==> src/rtl/bts_pkg.sv <==
// Shared types and constants for the bilinear texture sampler.
// Used by every module of the block; depends on nothing else.
`default_nettype none

package bts_pkg;

    localparam int COL_W       = 8;
    localparam int ROW_W       = 8;
    localparam int MAX_COLS    = 1 << COL_W;
    localparam int MAX_ROWS    = 1 << ROW_W;
    localparam int CH_W        = 16;
    localparam int FRAC_W      = 16;
    localparam int COORD_W     = FRAC_W + 1;
    localparam int SIZE_W      = 9;
    localparam int CFG_IDX_W   = 1;
    localparam int NUM_CH      = 3;
    localparam int NUM_BANKS   = 4;
    localparam int BANK_ADDR_W = (COL_W - 1) + (ROW_W - 1);

    localparam logic [SIZE_W-1:0] WIDTH_RESET  = SIZE_W'(MAX_COLS);
    localparam logic [SIZE_W-1:0] HEIGHT_RESET = SIZE_W'(MAX_ROWS);

    localparam int CH_RED   = 0;
    localparam int CH_GREEN = 1;
    localparam int CH_BLUE  = 2;

    typedef enum logic [CFG_IDX_W-1:0] {
        CFG_IMAGE_WIDTH  = 1'b0,
        CFG_IMAGE_HEIGHT = 1'b1
    } cfg_reg_t;

    typedef enum logic {
        FUNC_WRITE  = 1'b0,
        FUNC_SAMPLE = 1'b1
    } func_t;

    typedef logic signed [CH_W-1:0] chan_t;
    typedef chan_t [NUM_CH-1:0] pixel_t;

endpackage

`default_nettype wire

==> src/rtl/bts_lerp.sv <==
// One registered blend step of a single channel: a + floor((b - a) * t).
// The product is truncated toward minus infinity. Uses bts_pkg.
`default_nettype none

module bts_lerp (
    input  wire logic                       clk,
    input  wire logic                       en,
    input  wire bts_pkg::chan_t             a,
    input  wire bts_pkg::chan_t             b,
    input  wire logic [bts_pkg::FRAC_W-1:0] t,
    output bts_pkg::chan_t                  y
);

    localparam int CH_W   = bts_pkg::CH_W;
    localparam int FRAC_W = bts_pkg::FRAC_W;
    localparam int PR_W   = (CH_W + 1) + (FRAC_W + 1);

    logic signed [CH_W:0]   diff;
    logic signed [PR_W-1:0] prod;
    logic [CH_W-1:0]        y_next;
    logic [CH_W-1:0]        y_reg;

    assign diff   = $signed({b[CH_W-1], b}) - $signed({a[CH_W-1], a});
    assign prod   = diff * $signed({1'b0, t});
    assign y_next = a + prod[FRAC_W+CH_W-1:FRAC_W];

    always_ff @(posedge clk)
    begin
        if (en)
        begin
            y_reg <= y_next;
        end
    end

    assign y = $signed(y_reg);

endmodule

`default_nettype wire

==> config.mk <==
export PLATFORM = sky130hd
export DESIGN_NAME = bts_lerp
export DESIGN_NICKNAME = d
export VERILOG_FILES = /design/src/rtl/bts_pkg.sv /design/src/rtl/bts_lerp.sv
export SDC_FILE = /design/constraint.sdc
export NUM_CORES = 1
export LEC_CHECK = 0
export BUFFER_PORTS_ARGS = -buffer_cell sky130_fd_sc_hd__buf_2
export CORE_MARGIN = 1
export CORE_UTILIZATION = 59
export DETAILED_ROUTE_END_ITERATION = 10
export HOLD_SLACK_MARGIN = 0.15
export PLACE_DENSITY = 0.8
export SYNTH_ARGS = -nofsm -noshare
export SYNTH_HDL_FRONTEND = slang
export SYNTH_SLANG_ARGS = --single-unit
==> constraint.sdc <==
create_clock -name clk -period 8.3 [get_ports clk]
set_clock_uncertainty 0.05 [all_clocks]
set_input_delay 0 -clock clk [delete_from_list [all_inputs] [get_ports clk]]
set_output_delay 0 -clock clk [all_outputs]
set_load 0.005 [all_outputs]
==> out/results.ini <==
[run_status]
status=finished, violations left
violations=setup timing

[logic_synthesis]
yosysWarnings=0
ys_ff_latch=16
ys_seq_area_share_pct=3.87
synth_ff_type=edfxtp_1
synthArstFlopShare_pct=0
syn_area_mm2=0.0124
syn-num-nets=1858
synth_edf_count=16
synth.avg_cell_area_um2=8.70
ys_types=62
syn_inst=1427

[drt]
viasPerCell=5.53
dr.pass1.iters=5
drcViolationCount=0
drt_wl_total_mm=32.2
drtIter0Drc=644
ant_nets=0
vias=10400
wl_per_cell_um=17.0

[critical_path]
cp_max_fo=5
worst_setup_path_start_kind=input pin
worst_setup_path_end_kind=flip-flop
cp.arrival_ps=8870
critPathKind=input pin to flip-flop
cp_slowest_cell=fa_2
cp.required_ps=8240
cp_common_cell=fa_2
max_stage_delay_ps=560

[clocking]
root_buffer=clkbuf_16
cts.sinks=16
htree_num_levels=1
cts-buffers-inserted=3
clock_path_buffers=2
clkTransAtPathRegs_ps=50
cts_tree=built

[floorplanning]
die_h_um=147
fp.coreArea_mm2=0.0204
dieArea_mm2=0.0216
num_io_pins=66
start_util_pct=60.8
die_w_um=147
rows=52

[sta]
setup_viol=7
rsz0062_at_grt=true
min_period_ps=8930
hold_ws_ps=160
fmax_mhz=112
slew-limit-headroom_pct=62.3
min_period_over_period_pct=108
fin_ws_ps=-628
drv_slew=0
hold_violations=0
tightest_slew_ps=562

[worst_hold_path]
hold_path.class=input pin to flip-flop
hp-start=a[1]
holdPathEnd=y[1]$_DFFE_PP_
min_delay_path_depth=3

[layout]
syn_to_final_growth_pct=19.0
fin_cells=1888
multiInputGateArea_mm2=0.0107
diodes=0
n_fill_cell=1445
nNetsFinal=2050
largest_reg_flops=16
seq_area_um2=480
drive_gt1_share_pct=22.0

[global_routing]
antenna_found_initial=1
grt_overflow=0
globalRouteTotalUtil_pct=31.2
grt_max_degree=24
grt_pass1_wl_mm=53.2
grt_pass1_vias=11200

[job]
drv_cap=0

[placement]
detailed_place_hpwl_mm=26.3
place_inst=1863
gp_congestion=0.882
pre_cts_ws_ps=-925
io_buffers=65

metal layers:
layer	global-route usage, %	vias to the layer above	share of wire (%)
met3	4.88	92	7.4
met5	0	-	0
met2	53.9	434	50
li1	-	4688	-
met1	39.3	5229	38
met4	12.1	0	4.0
logic make-up (layout without fill, tap and decap cells):
logic type      count (synthesis)  after routing  share of synthesized area (%)
buf+inv                       441            632                           13.4
simple gates                  396            396                           16.0
xor+xnor                       53             53                           3.91
compound gates                140            140                           8.23
flops                          16             16                           3.87
fa+ha+maj                     381            381                           54.5
critical path: cells and delay by family:
kind / cells / cell delay [ps]
adder cells (fa/ha/maj): 10 / 4040
XOR/XNOR: 4 / 660
AO/OA/AOI/OAI: 11 / 2000
buffers and inverters: 8 / 730
AND/OR/NAND/NOR: 7 / 1420
final cells by class:
class / instances / area share [%]
multi-input cells: 970 / 72.1
repair buffers: 254 / 12.3
inverters: 374 / 9.53
flip-flops and latches: 16 / 3.25
well taps: 270 / 2.29
clock buffers: 3 / 0.508
clock inverters: 1 / 0.0254
worst max path at each step:
| stage | from | to | slack [ps] | depth (start not counted) |
|---|---|---|---|---|
| after floorplan | b[0] | y[15]$_DFFE_PP_ | -60 | 41 |
| after global placement | b[0] | y[15]$_DFFE_PP_ | -540 | 39 |
| after detailed placement | b[0] | y[15]$_DFFE_PP_ | -920 | 39 |
| after CTS | a[1] | y[15]$_DFFE_PP_ | -400 | 40 |
| after global routing | b[0] | y[15]$_DFFE_PP_ | -910 | 40 |
| final | a[0] | y[15]$_DFFE_PP_ | -630 | 40 |
what timing repair did:
| action | CTS | global route |
|---|---|---|
| endpoints found under the setup margin | 6 | 9 |
| pin swaps | 44 | 38 |
| hold buffers | 2 | 0 |
| gates resized for setup | 39 | 22 |
| setup buffers | 14 | 8 |
| endpoints found under the hold margin | 17 | 0 |
cell usage in the layout, fill, tap and decap left out, types with 4 or more instances in the layout:
cell type	count
a21oi_2	12
inv_1	358
buf_4	180
nor2_1	35
o21ai_1	5
fa_1	256
xnor2_2	5
and2_4	9
and3_1	12
buf_6	8
fa_2	11
buf_2	61
xnor2_1	35
a211oi_1	5
and2_1	83
ha_4	8
nor2b_1	21
a21o_1	9
o311ai_0	5
a311oi_2	4
nand3_1	46
ha_1	104
a21oi_1	16
o21a_1	4
edfxtp_1	16
nand2b_1	20
inv_2	14
xor2_1	9
nand2_1	131
o211ai_1	24
o21ai_0	16
a31oi_1	6
nor3_1	12
or3_1	7
through the flow:
| stage | util [%] | cell area [um^2] | TNS, ps |
|---|---|---|---|
| finish | 72.3 | 14800 | -2490 |
| global route | 72.3 | 14800 | -4580 |
| CTS | 71.6 | 14600 | -1390 |
| detailed placement | 69.9 | 14300 | -3400 |
| global placement | 69.9 | 14300 | -1490 |
| floorplan | - | 12600 | -56.8 |
synthesized netlist by cell type, types with 16 or more instances:
| cell | instances | area [um^2] |
|---|---|---|
| nand2b_1 | 20 | 125 |
| fa_1 | 267 | 5350 |
| xnor2_1 | 39 | 342 |
| o21ai_0 | 17 | 85.1 |
| a21oi_1 | 27 | 135 |
| o211ai_1 | 24 | 180 |
| nor2b_1 | 22 | 138 |
| edfxtp_1 | 16 | 480 |
| inv_1 | 369 | 1390 |
| nor2_1 | 38 | 143 |
| nand2_1 | 132 | 495 |
| ha_1 | 114 | 1430 |
| clkbuf_1 | 59 | 221 |
| nand3_1 | 47 | 235 |
| and2_1 | 92 | 576 |
Power is not shown: default switching activity piles up to over one toggle a cycle in this logic, so the estimate is an artifact.
