File: src/rtl/bts_pkg.sv
// Shared types and constants for the bilinear texture sampler.
// Used by every module of the block; depends on nothing else.
`default_nettype none

package bts_pkg;

    localparam int COL_W       = 8;
    localparam int ROW_W       = 8;
    localparam int MAX_COLS    = 1 << COL_W;
    localparam int MAX_ROWS    = 1 << ROW_W;
    localparam int CH_W        = 16;
    localparam int FRAC_W      = 16;
    localparam int COORD_W     = FRAC_W + 1;
    localparam int SIZE_W      = 9;
    localparam int CFG_IDX_W   = 1;
    localparam int NUM_CH      = 3;
    localparam int NUM_BANKS   = 4;
    localparam int BANK_ADDR_W = (COL_W - 1) + (ROW_W - 1);

    localparam logic [SIZE_W-1:0] WIDTH_RESET  = SIZE_W'(MAX_COLS);
    localparam logic [SIZE_W-1:0] HEIGHT_RESET = SIZE_W'(MAX_ROWS);

    localparam int CH_RED   = 0;
    localparam int CH_GREEN = 1;
    localparam int CH_BLUE  = 2;

    typedef enum logic [CFG_IDX_W-1:0] {
        CFG_IMAGE_WIDTH  = 1'b0,
        CFG_IMAGE_HEIGHT = 1'b1
    } cfg_reg_t;

    typedef enum logic {
        FUNC_WRITE  = 1'b0,
        FUNC_SAMPLE = 1'b1
    } func_t;

    typedef logic signed [CH_W-1:0] chan_t;
    typedef chan_t [NUM_CH-1:0] pixel_t;

endpackage

`default_nettype wire

File: src/rtl/bts_coord.sv
// Coordinate unit: scales one coordinate by size minus one, subtracts one half,
// and splits it into two clamped corner indices and a fraction. Uses bts_pkg.
`default_nettype none

module bts_coord #(
    parameter int IDX_W = bts_pkg::COL_W
) (
    input  wire logic                         clk,
    input  wire logic                         en,
    input  wire logic [bts_pkg::SIZE_W-1:0]   size,
    input  wire logic [bts_pkg::COORD_W-1:0]  coord,
    output logic      [IDX_W-1:0]             lo,
    output logic      [IDX_W-1:0]             hi,
    output logic      [bts_pkg::FRAC_W-1:0]   frac
);

    localparam int SIZE_W = bts_pkg::SIZE_W;
    localparam int FRAC_W = bts_pkg::FRAC_W;
    localparam int MAXV   = 1 << IDX_W;
    localparam int PROD_W = bts_pkg::COORD_W + IDX_W;
    localparam int P_W    = PROD_W + 1;
    localparam int I_W    = P_W - FRAC_W;
    localparam logic [P_W-1:0] HALF = P_W'(1) << (FRAC_W - 1);

    logic [SIZE_W-1:0]        size_lim;
    logic [IDX_W-1:0]         size_m1;
    logic [PROD_W-1:0]        prod;
    logic signed [P_W-1:0]    p_next;
    logic signed [P_W-1:0]    p_reg;
    logic signed [I_W-1:0]    i0;
    logic signed [I_W-1:0]    i1;
    logic signed [I_W-1:0]    lim;
    logic [IDX_W-1:0]         lo_next;
    logic [IDX_W-1:0]         hi_next;
    logic [IDX_W-1:0]         lo_reg;
    logic [IDX_W-1:0]         hi_reg;
    logic [FRAC_W-1:0]        frac_reg;

    function automatic logic [IDX_W-1:0] clamp_idx(input logic signed [I_W-1:0] v,
                                                   input logic signed [I_W-1:0] top);
        logic [IDX_W-1:0] r;
        if (v < 0)
        begin
            r = '0;
        end
        else if (v > top)
        begin
            r = top[IDX_W-1:0];
        end
        else
        begin
            r = v[IDX_W-1:0];
        end
        return r;
    endfunction

    // A size of zero acts as one; a size above the store acts as the store size.
    always_comb
    begin
        if (size == '0)
        begin
            size_lim = SIZE_W'(1);
        end
        else if (size > SIZE_W'(MAXV))
        begin
            size_lim = SIZE_W'(MAXV);
        end
        else
        begin
            size_lim = size;
        end
        size_m1 = IDX_W'(size_lim - SIZE_W'(1));
    end

    assign prod   = PROD_W'(coord) * PROD_W'(size_m1);
    assign p_next = $signed({1'b0, prod}) - $signed(HALF);

    // The upper bits of p form the floor toward minus infinity.
    assign i0      = p_reg[P_W-1:FRAC_W];
    assign i1      = i0 + I_W'(1);
    assign lim     = $signed({{(I_W - IDX_W){1'b0}}, size_m1});
    assign lo_next = clamp_idx(i0, lim);
    assign hi_next = clamp_idx(i1, lim);

    always_ff @(posedge clk)
    begin
        if (en)
        begin
            p_reg    <= p_next;
            lo_reg   <= lo_next;
            hi_reg   <= hi_next;
            frac_reg <= p_reg[FRAC_W-1:0];
        end
    end

    assign lo   = lo_reg;
    assign hi   = hi_reg;
    assign frac = frac_reg;

endmodule

`default_nettype wire

File: config.mk
export PLATFORM = sky130hd
export DESIGN_NAME = bts_coord
export DESIGN_NICKNAME = d
export VERILOG_FILES = /design/src/rtl/bts_pkg.sv /design/src/rtl/bts_coord.sv
export SDC_FILE = /design/constraint.sdc
export NUM_CORES = 1
export LEC_CHECK = 0
export BUFFER_PORTS_ARGS = -buffer_cell sky130_fd_sc_hd__buf_4
export CELL_PAD_IN_SITES_DETAIL_PLACEMENT = 1
export CELL_PAD_IN_SITES_GLOBAL_PLACEMENT = 2
export CORE_UTILIZATION = 40
export DETAILED_ROUTE_END_ITERATION = 6
export GPL_TIMING_DRIVEN = 0
export PLACE_DENSITY = 0.89
export RECOVER_POWER = 50
export SLEW_MARGIN = 10
export SYNTH_ARGS = -nofsm -noshare
export SYNTH_HDL_FRONTEND = slang
export SYNTH_SLANG_ARGS = --single-unit
File: constraint.sdc
create_clock -name clk -period 7.1 [get_ports clk]
set_input_delay 0.355 -clock clk [delete_from_list [all_inputs] [get_ports clk]]
set_output_delay 0.355 -clock clk [all_outputs]
set_load 0.01 [all_outputs]
==> reports/metrics.cfg <==
[placed_design]
dp.cells=1056
hpwl_mm=14.8
place_ws_ns=-0.996
gp_congestion=0.842
port_buffers=59

[logic_synthesis]
ys_top_cells_by_area=fa_1 (24%), edfxtp_1 (23%), ha_1 (14%)
synth_compound_area_frac=0.0964
synth_top_flop_cell=edfxtp_1
synth_cell_types=62
yosysWarnings=0
synth.area.mux_share=0.00150
async_reset_ff_frac=0
syn_nets=969
yosysSeqAreaShare=0.232
yosysMostFrequentCell=inv_1
ys_ff_latch=58
synth_top_family_by_area=adder cells
synth.avg_cell_area_um2=9.79
yosysTopAreaCell=fa_1
synth_area_um2=7520
synth_top_area_share=0.240
synthAdderAreaFrac=0.378
synth-simple-area-share=0.172
netlist_top_cells_count=inv_1 (154), fa_1 (90), ha_1 (83)
synth-edff-count=58
synth_xor_area_frac=0.0301
synth_cells=768

[sta]
rsz0062_at_grt=no
fmax_mhz=147
finalCriticalPeriod_ns=6.79
setup_ws_ns=0.312
finalHoldViolCount=0
slew_violations=59
fin_crit_sh=0.956
clock_skew_ns=0.00532
setup_viol=0
tightest_slew_ns=3.22
slew_headroom=-1.15

[setup_path]
r2r_slack_ns=4.21
cp_common_cell=fa_1
cp_slowest_cell=fa_1
critPathCaptureType=register
critical_path_peak_fanout=13
worst_setup_path_start_kind=input pin
critPathRequiredTime_ns=7.17
cp_num_buf_inv=6
reg2reg_from=p_reg[18]
r2r-end=hi[4]
cpPeakStageDelay_ns=0.56
r2r_cells=10
crit_family=adder cells
critPathKind=in -> reg
worstPathArrival_ns=6.86

[drt]
drt_wl_total_mm=18.8
via_count=5542
first_pass_iters=7
drcViolationCount=7
ant_nets=0
wl_per_cell_um=17.5
drt_iter0_drc=231
vias_per_cell=5.17

[die]
io_pins=60
die_y_um=139
initial_core_util=0.413
die_w_um=139
rows=49
die-area_um2=19300
core_area_um2=18200

[worst_hold_path]
hold_path.class=in -> reg
worstHoldEndpoint=p_reg[0]
hp-start=coord[0]
holdPathStages=2

[final_layout]
area_growth_pct=15.2
n_antenna_cell=0
fin_cells=1071
largest_reg_flops=26
drive_above_1_share=0.127
fin_nets=1038

[global_route]
antenna_found_initial=0
grt_use_total=0.214
grt_start_max_net_pins=59
grt_overflow=0
grt_pass1_wl_mm=32.2
grt_pass1_vias=6173

[power_and_ir_drop]
power.leakage_uw=0.00410
powerDensity_nw_per_um2=532
vdd_drop_max_v=0.000244

[cts]
cts_buffer_depth=2
cts_tree=done
htree_levels=3
clkTransAtPathRegs_ns=0.05
cts_sinks=58
cts_buffers=9
hold_buffers=0
root_buffer=clkbuf_16
clk-insertion-delay-late_ns=0.34

[flow_run]
max_cap_viol_count=1

[run_status]
outcome=finished with violations
violations=DRC, capacitance limit, slew limit

[layout make-up]
class	instances	area, um2
Clock inverter	7	131
Sequential cell	58	1740
Buffer	15	97.6
Fill cell	2018	9550
Timing Repair Buffer	59	439
Inverter	155	587
Tap cell	229	287
Multi-Input combinational cell	539	5150
Clock buffer	9	225
[how the worst max path moves through the flow]
stage	start	end	slack, ns	depth (start not counted)
6_report	size[3]	p_reg[19]	0.31	25
5_1_grt	size[3]	p_reg[23]	0.03	25
4_1_cts	size[3]	p_reg[19]	0.02	26
3_5_place_dp	size[3]	p_reg[23]	-1.0	23
3_3_place_gp	size[3]	p_reg[23]	-1.04	23
2_1_floorplan	size[3]	p_reg[19]	0.68	25
[layout by cell type, fill, tap and decap left out, types with 4 or more instances in the layout]
master,instances
xnor2_1,17
nand2b_1,8
a21o_1,12
fa_1,90
nor2b_1,34
ha_1,83
nor4_1,6
buf_4,59
a31oi_1,6
o31ai_1,4
o21a_1,9
bufinv_16,4
a211oi_1,7
edfxtp_1,58
a21oi_1,21
xor2_1,6
inv_1,154
and2_1,50
o21ai_0,14
buf_2,5
clkbuf_16,9
nand2_1,64
nand4_1,8
nor2_1,15
nor3_1,12
nor3b_1,7
nand3_1,13
[per-stage QoR]
stage | util | hold slack, ns | setup TNS, ns | area (um2) | power (uW)
2_1_floorplan | - | 0.400 | 0 | 7520 | 3110
3_3_place_gp | 0.453 | 0.400 | -11.38 | 8250 | 3890
3_5_place_dp | 0.453 | 0.408 | -11.01 | 8250 | 3980
4_1_cts | 0.475 | 0.367 | 0 | 8660 | 4630
5_1_grt | 0.475 | 0.392 | 0 | 8660 | 5100
6_report | 0.475 | 0.382 | 0 | 8660 | 4610
[layer usage]
layer,track usage,part of all wire,vias to the layer above
met3,0.0321,0.033,15
li1,-,-,2652
met4,0.0626,0.015,0
met2,0.365,0.49,77
met1,0.281,0.46,2798
met5,0,0,-
[report_power, final]
part / internal (uW) / switching, uW / leakage (uW) / total, uW
combinational: 1370 / 1930 / 0.00335 / 3310
sequential: 687 / 74.3 / 0.000574 / 761
clock: 375 / 165 / 0.000172 / 540
total: 2440 / 2170 / 0.00410 / 4610
[worst register-to-register path, stage by stage, from the launching register on]
cell	delay, ns
edfxtp_1	0.50
and4_1	0.28
nand4_1	0.14
xnor2_1	0.25
ha_1	0.28
nand4_1	0.16
nor2_1	0.10
a211oi_2	0.37
buf_2	0.28
o21ai_0	0.11
nor3b_1	0.15
[cells by family (layout without fill, tap and decap cells)]
| group | Yosys count | count (layout) |
|---|---|---|
| simple gates | 238 | 238 |
| fa+ha+maj | 173 | 173 |
| buf+inv | 171 | 245 |
| compound gates | 102 | 102 |
| flops | 58 | 58 |
| xor+xnor | 25 | 25 |
| mux | 1 | 1 |
[what timing repair did]
action                                  CTS  global route
pin swaps                                 0             1
setup buffers                             0             0
endpoints found under the setup margin   15            11
resized for setup                        12             5
(Power assumes the default switching activity.)
